[config.mk]
export PLATFORM = sky130hd
export DESIGN_NAME = lirs_ctrl
export DESIGN_NICKNAME = d
export VERILOG_FILES = /design/src/rtl/lirs_pkg.sv /design/src/rtl/lirs_ctrl.sv
export SDC_FILE = /design/constraint.sdc
export NUM_CORES = 1
export LEC_CHECK = 0
export BUFFER_PORTS_ARGS = -buffer_cell sky130_fd_sc_hd__buf_2
export CAP_MARGIN = 25
export CELL_PAD_IN_SITES_DETAIL_PLACEMENT = 2
export CELL_PAD_IN_SITES_GLOBAL_PLACEMENT = 2
export CORE_ASPECT_RATIO = 0.7
export CORE_MARGIN = 4
export CORE_UTILIZATION = 33
export CTS_CLUSTER_DIAMETER = 40
export DETAILED_ROUTE_END_ITERATION = 8
export PLACE_DENSITY = 0.89
export REMOVE_ABC_BUFFERS = 1
export SETUP_SLACK_MARGIN = 0.4
export SLEW_MARGIN = 5
export SYNTH_ARGS = -nofsm -noshare
export SYNTH_HDL_FRONTEND = slang
export SYNTH_SLANG_ARGS = --single-unit
[constraint.sdc]
create_clock -name clk -period 4.1 [get_ports clk]
set_input_delay 0.41 -clock clk [delete_from_list [all_inputs] [get_ports clk]]
set_output_delay 0.41 -clock clk [all_outputs]
set_load 0.005 [all_outputs]
[src/rtl/lirs_pkg.sv]
// shared constants and controller/datapath interface types for the linear interpolation resampler
package lirs_pkg;

  localparam int SAMPLE_W    = 16;
  localparam int RATE_W      = 18;
  localparam int SUM_W       = 20;
  localparam int CNT_W       = 4;
  localparam int MAX_RESULTS = 12;

  // output rate and allowed source rate window
  localparam logic [RATE_W-1:0] OUT_RATE   = 18'd44100;
  localparam logic [RATE_W-1:0] RATE_MIN   = 18'd8000;
  localparam logic [RATE_W-1:0] RATE_MAX   = 18'd192000;
  localparam logic [RATE_W-1:0] RATE_RESET = 18'd22050;

  // phase marker that means the clip length stopped the outputs
  localparam logic [RATE_W-1:0] R_STOP = 18'd88200;

  localparam logic [SUM_W-1:0] OUT_RATE_S     = 20'd44100;
  localparam logic [SUM_W-1:0] TWO_OUT_RATE_S = 20'd88200;

  // exact reciprocal of 44100 for 31-bit dividends: ceil(2^47 / 44100)
  localparam logic [31:0] RECIP       = 32'd3191326267;
  localparam int          RECIP_SHIFT = 47;

  // commands from the controller to the datapath
  typedef struct packed {
    logic                load_x;
    logic                prior_load;
    logic                issue;
    logic                a_sel_x;
    logic [SAMPLE_W-1:0] frac;
    logic                last;
    logic                done;
  } lirs_cmd_t;

  // status from the datapath to the controller
  typedef struct packed {
    logic advance;
  } lirs_stat_t;

endpackage

[src/rtl/lirs_ctrl.sv]
// controller: phase tracking, output sequencing and the rate register
module lirs_ctrl import lirs_pkg::*; (
  input  logic              clk,
  input  logic              rst,
  input  logic              s_tvalid,
  output logic              s_tready,
  input  logic              s_tlast,
  input  logic              cfg_valid,
  output logic              cfg_ready,
  input  logic [RATE_W-1:0] cfg_data,
  input  lirs_stat_t        stat,
  output lirs_cmd_t         cmd
);

  typedef enum logic [2:0] {
    IDLE   = 3'b001,
    INTERP = 3'b010,
    HOLD   = 3'b100
  } state_t;

  state_t            state;
  logic [RATE_W-1:0] rate_reg;
  logic [RATE_W-1:0] rate;
  logic [RATE_W:0]   rate2;
  logic [RATE_W-1:0] r;
  logic [CNT_W-1:0]  n;
  logic              clip_end;
  logic              have_prior;
  logic [RATE_W-1:0] phase;

  logic [RATE_W-1:0] rate_eff;
  logic [SUM_W-1:0]  s1;
  logic [SUM_W-1:0]  s2;
  logic [CNT_W-1:0]  n_inc;
  logic              r_lt;
  logic              n_ok;
  logic              n_inc_ok;
  logic              interp_go;
  logic              hold_go;
  logic              interp_more;
  logic              hold_after;
  logic              hold_more;
  logic [RATE_W-1:0] r_post;
  logic              accept;

  assign s_tready  = (state == IDLE);
  assign cfg_ready = 1'b1;
  assign accept    = s_tvalid && (state == IDLE);

  // clamp the written rate to the supported window
  always_comb begin
    priority if (rate_reg < RATE_MIN) begin
      rate_eff = RATE_MIN;
    end else if (rate_reg > RATE_MAX) begin
      rate_eff = RATE_MAX;
    end else begin
      rate_eff = rate_reg;
    end
  end

  // phase sums and loop conditions, current and one output ahead
  always_comb begin
    s1          = {2'b00, r} + {2'b00, rate};
    s2          = {2'b00, r} + {1'b0, rate2};
    n_inc       = n + CNT_W'(1);
    r_lt        = (r < OUT_RATE);
    n_ok        = (n < CNT_W'(MAX_RESULTS));
    n_inc_ok    = (n_inc < CNT_W'(MAX_RESULTS));
    interp_go   = have_prior && r_lt && n_ok && (!clip_end || s1 <= TWO_OUT_RATE_S);
    hold_go     = (s1 <= OUT_RATE_S) && n_ok;
    interp_more = (s1 < OUT_RATE_S) && n_inc_ok && (!clip_end || s2 <= TWO_OUT_RATE_S);
    hold_after  = clip_end && (s1 >= OUT_RATE_S) && (s2 <= TWO_OUT_RATE_S) && n_inc_ok;
    hold_more   = (s2 <= OUT_RATE_S) && n_inc_ok;
  end

  // phase left after the interpolation run
  always_comb begin
    priority if (!have_prior) begin
      r_post = '0;
    end else if (!r_lt) begin
      r_post = r - OUT_RATE;
    end else begin
      r_post = R_STOP;
    end
  end

  // datapath commands
  always_comb begin
    cmd        = '0;
    cmd.load_x = accept;
    unique case (state)
      IDLE: begin
      end
      INTERP: begin
        if (interp_go) begin
          cmd.issue = stat.advance;
          cmd.frac  = r[SAMPLE_W-1:0];
          cmd.last  = !(interp_more || hold_after);
          cmd.done  = !(interp_more || hold_after) && clip_end;
        end else begin
          cmd.prior_load = 1'b1;
        end
      end
      HOLD: begin
        if (hold_go) begin
          cmd.issue   = stat.advance;
          cmd.a_sel_x = 1'b1;
          cmd.last    = !hold_more;
          cmd.done    = !hold_more;
        end
      end
      default: begin
      end
    endcase
  end

  // rate register
  always_ff @(posedge clk) begin
    if (rst) begin
      rate_reg <= RATE_RESET;
    end else if (cfg_valid) begin
      rate_reg <= cfg_data;
    end
  end

  // sequencer
  always_ff @(posedge clk) begin
    if (rst) begin
      state      <= IDLE;
      have_prior <= 1'b0;
      phase      <= '0;
      r          <= '0;
      n          <= '0;
      clip_end   <= 1'b0;
      rate       <= RATE_RESET;
      rate2      <= {RATE_RESET, 1'b0};
    end else begin
      unique case (state)
        IDLE: begin
          if (accept) begin
            rate     <= rate_eff;
            rate2    <= {rate_eff, 1'b0};
            r        <= phase;
            n        <= '0;
            clip_end <= s_tlast;
            state    <= INTERP;
          end
        end
        INTERP: begin
          if (interp_go) begin
            if (stat.advance) begin
              r <= s1[RATE_W-1:0];
              n <= n_inc;
            end
          end else begin
            have_prior <= 1'b1;
            if (clip_end) begin
              r     <= r_post;
              state <= HOLD;
            end else begin
              phase <= r_post;
              state <= IDLE;
            end
          end
        end
        HOLD: begin
          if (hold_go) begin
            if (stat.advance) begin
              r <= s1[RATE_W-1:0];
              n <= n_inc;
            end
          end else begin
            have_prior <= 1'b0;
            phase      <= '0;
            state      <= IDLE;
          end
        end
        default: begin
          state <= IDLE;
        end
      endcase
    end
  end

endmodule

-- Word level (Yosys, flattened, before mapping)
Index checks and enable logic that the tools add are counted.
- register bits: 81
- bits of input ports: 24
- output and inout port bits: 24
- logic and storage cells: 96
- add/sub/neg operators: 4
- magnitude comparators: 11
- equality and inequality tests: 10
- multiplexer cells: 37
- reduce and logical (&&, ||, !) cells: 26
- operator list (cell ; count):
    18-bit 2-to-1 mux ; 13
    18-bit case mux with 3 select lines ; 1
    18-bit case mux with 2 select lines ; 1
    18-bit by 19-bit adder with 20-bit output ; 1
    20-bit by 16-bit less-or-equal comparator with 1-bit output (second input constant) ; 1
    20-bit by 17-bit less-or-equal comparator with 1-bit output (second input constant) ; 1
    18-bit by 18-bit adder with 19-bit output ; 1
    19-bit by 16-bit >= comparator with 1-bit output (second input constant) ; 1
    19-bit by 16-bit less-or-equal comparator with 1-bit output (second input constant) ; 1
    19-bit by 17-bit less-or-equal comparator with 1-bit output (second input constant) ; 1
    19-bit by 16-bit < comparator with 1-bit output (second input constant) ; 1
    18-bit greater-than comparator (second input constant) ; 1
    18-bit by 13-bit < comparator with 1-bit output (second input constant) ; 1
    18-bit by 16-bit < comparator with 1-bit output (second input constant) ; 1
    18-bit by 16-bit subtractor with 18-bit output (second input constant) ; 1
    16-bit 2-to-1 mux ; 1
    4-bit 2-to-1 mux ; 4
    1-bit logical AND ; 12
    3-bit 2-to-1 mux ; 4
    4-bit case mux with 3 select lines ; 1
    4-bit AND reduction ; 3
    2-bit != test (second input constant) ; 5
    3-bit case mux with 3 select lines ; 1
    4-bit < comparator (second input constant) ; 2
    16 further kinds ; 28

-- Logic depth before layout (Yosys ltp)
- depth after elaboration: 10
- gate-level depth with buffers: 16

-- Least setup slack after synthesis
OpenSTA, ideal clock, no wires.
- path type: reg-to-output
- start: reg r[0]
- end: out cmd[0] in the netlist's numbering
- arrival time: 3.499 ns
- slack: 0.191 ns
- cell stages (with the launch flop): 17
- buffers on the path: 2
- cells stage by stage: dfxtp_1 > ha_1 > inv_1 > fa_1 > and2b_1 > o221ai_4 > a22oi_2 > a221oi_4 > xnor2_1 > nor4b_1 > o2111ai_1 > a31o_1 > buf_2 > nor2_2 > clkbuf_1 > o211ai_1 > nand2_1
- RTL lines (element ; RTL line ; RTL):
    from (decl) ; lirs_ctrl.sv:25 ; logic [RATE_W-1:0] r;
    from (signal assigned) ; lirs_ctrl.sv:143 ; r <= phase;
    from (signal assigned) ; lirs_ctrl.sv:152 ; r <= s1[RATE_W-1:0];
    from (signal assigned) ; lirs_ctrl.sv:158 ; r <= r_post;
    to (decl) ; lirs_ctrl.sv:12 ; output lirs_cmd_t cmd

==> impl_metrics.env <==
export IMPL_cts_buffer_depth=2
export IMPL_placed_cell_area_sq_um=7210
export IMPL_gp_congestion=0.883
export IMPL_grt_pass1_vias=8510
export IMPL_maxSlewViolCount=0
export IMPL_drive_above_1_share_pct=35.9
export IMPL_final_cell_mix="nor2_1, buf_4, dfxtp_1"
export IMPL_synthCells=853
export IMPL_path_cells="ha_1, nand2_1, nor3_1, o21ai_0, a21oi_1, o211a_1, nor3_2, buf_4, o21bai_4, a31o_4, nor2_4, buf_12, and2_1, buf_2"
export IMPL_p_int_w=0.00159
export IMPL_drc=0
export IMPL_required_ns=3.69
export IMPL_async_reset_ff_share_pct=0
export IMPL_avgSynthCellArea_sq_um=7.61
export IMPL_slowest_delay_ns=0.58
export IMPL_critPathBufInv=3
export IMPL_nets=1032
export IMPL_gr_usage_all_layers_pct=31.2
export IMPL_synth_top_family_by_area="compound AO/OA/AOI/OAI gates"
export IMPL_synth_compound_area_share_pct=29.2
export IMPL_place_detailed_hpwl_um=21100
export IMPL_end_kind="primary output"
export IMPL_final_util_pct=48.6
export IMPL_ys_seq_area_share_pct=25.0
export IMPL_crit_start="rate2[16]"
export IMPL_die_x_um=176
export IMPL_min_delay_start="cfg_data[9]"
export IMPL_drt_iter0_drc=874
export IMPL_fin_crit_ns=4.53
export IMPL_yosys_area_share_simple_pct=22.9
export IMPL_vias=8555
export IMPL_cts_sinks=81
export IMPL_setup_viol=60
export IMPL_cts_buffers=9
export IMPL_rr_startpoint="rate2[16]"
export IMPL_hp_class="input pin to flop"
export IMPL_synth_xor_area_share_pct=4.86
export IMPL_maxCapViolations=0
export IMPL_period_share_pct=111
export IMPL_die_height_um=125
export IMPL_start_util_pct=33.9
export IMPL_clkLatencyLatePin_ns=0.37
export IMPL_ant_nets=0
export IMPL_status="complete, but fails checks"
export IMPL_grt_max_degree=37
export IMPL_crit_family="compound AO/OA/AOI/OAI gates"
export IMPL_final_common_cell="nor2_1"
export IMPL_total_power_w=0.00248
export IMPL_clk_pin_slew_worst_paths_ns=0.07
export IMPL_leakagePower_nw=3.67
export IMPL_violations="negative setup slack"
export IMPL_path_max_fanout=8
export IMPL_routed_wl_um=43800
export IMPL_worstPathArrival_ns=4.12
export IMPL_synth_fa_ha_area_share_pct=7.75
export IMPL_switching_power_w=0.000888
export IMPL_p_sw_share_pct=35.8
export IMPL_diodes=0
export IMPL_root_buffer="clkbuf_16"
export IMPL_synth_edf_count=0
export IMPL_placement_io_buffers=46
export IMPL_max_freq_mhz=221
export IMPL_timing_final_ws_setup_ns=-0.433
export IMPL_die_area_sq_um=22000
export IMPL_io_pins=48
export IMPL_slew_headroom_pct=23.5
export IMPL_core_area_sq_um=19100
export IMPL_yosys_warnings=0
export IMPL_grt_overflow_total=0
export IMPL_fin_skew_ns=0.0131
export IMPL_antenna_found_initial=0
export IMPL_syn_area_sq_um=6490
export IMPL_clockPowerShare_pct=38.4
export IMPL_p_per_area_nw_per_um2=267
export IMPL_num_rows=42
export IMPL_hold_viol=0
export IMPL_htree_levels=3
export IMPL_synthMuxAreaShare_pct=5.18
export IMPL_yosysUniqueCellTypes=85
export IMPL_worst_pin_slew_ns=1.15
export IMPL_cts_tree="yes"
export IMPL_vias_per_cell=6.91
export IMPL_synth_seq_cells=81
export IMPL_p_comb_share_pct=27.2
export IMPL_seq_power_share_pct=34.4
export IMPL_wl_per_cell_um=35.3
export IMPL_fill_cells=2070
export IMPL_drtPass1Iterations=5
export IMPL_ir_drop_mv=0.231
export IMPL_rsz0062_at_grt="true"
export IMPL_crit_type="flop to primary output"
export IMPL_slowest_stage="nor3_1"
export IMPL_synth_flop_cell="dfxtp_1"
export IMPL_grt_first_pass_wirelength_um=53100
export IMPL_start_kind="flop"
export IMPL_final_cell_area_sq_um=9300
export IMPL_syn_to_final_growth_pct=43.1
[synthesized netlist by cell type (all sizes together) (9+ instances only)]
cell type	instances	area share (%)
mux2i	28	4.3
buf	20	1.6
ha	37	7.1
dfxtp	81	25
a21oi	87	6.8
nor3	35	2.7
xor2	10	1.3
a211oi	9	1.0
and2	15	1.4
a22oi	10	1.2
nand2	70	4.1
clkbuf	28	1.6
o21ai	56	4.4
o21a	12	1.4
a21o	10	1.2
inv	32	1.8
nand3	33	2.6
xnor2	26	3.5
nor2	96	5.7
[worst register-to-register path: cells and delay by family (launching register included)]
kind            cells  cell delay [ns]
simple gates        6             1.95
compound gates      5             0.93
buf+inv             5             0.69
flops               1             0.37
fa+ha+maj           1             0.50
[cells by family after synthesis]
kind of cell / Yosys count
fa+ha+maj: 39
flops: 81
buf+inv: 80
mux: 33
other cells: 1
xor+xnor: 36
simple gates: 308
compound gates: 275
[routing by layer]
layer  global-route usage (%)  wire length, um  vias to the layer above
met1                     37.9            16300                     4283
met3                     5.43             3330                      269
li1                         -                -                     3377
met2                     53.5            20300                      626
met5                    0.877                0                        -
met4                     14.8             3800                        0
[what timing repair did]
item                                    CTS  global route
setup buffers                            30            26
gates cloned                              0             2
endpoints found under the setup margin   65            65
hold buffers                              0             0
pin swaps                                47            47
resized for setup                       150           127
[cell type report]
type                            count  area, sq um  share of cell area, %
Timing Repair Buffer              151         1260                   13.5
Clock inverter                      6         91.3                  0.983
Sequential cell                    81         1640                   17.6
Timing Repair inverter              1         8.76                 0.0942
Multi-Input combinational cell    693         5610                   60.3
Inverter                           32          135                   1.45
Clock buffer                       10          229                   2.46
Tap cell                          264          330                   3.55
[power by group through the flow]
stage               Combinational (W)  Clock, W  Sequential (W)
floorplan                    0.000258         0        0.000852
global placement             0.000406         0        0.000859
detailed placement           0.000431         0        0.000861
CTS                          0.000517  0.000929        0.000845
global route                 0.000691  0.000977        0.000854
finish                       0.000674  0.000952        0.000853
[path summary, 6_finish.rpt]
check                 to  slack (ns)  cells past startpoint
min reg2reg     phase[2]        0.47                      2
max reg2reg         r[0]       -0.41                     17
min          rate_reg[9]        0.26                      3
max              cmd[16]       -0.43                     14
[per-stage QoR]
step | hold slack (ns) | std cells | setup WS [ns] | TNS (ns)
global placement | 0.441 | 1163 | -0.00708 | -0.0339
detailed placement | 0.455 | 1163 | -0.245 | -3.92
finish | 0.264 | 1238 | -0.433 | -13.32
floorplan | 0.423 | 805 | 0.304 | 0
global route | 0.282 | 1238 | -0.374 | -10.50
CTS | 0.255 | 1209 | -0.0213 | -0.0537
Power figures use the tool's default switching activity.
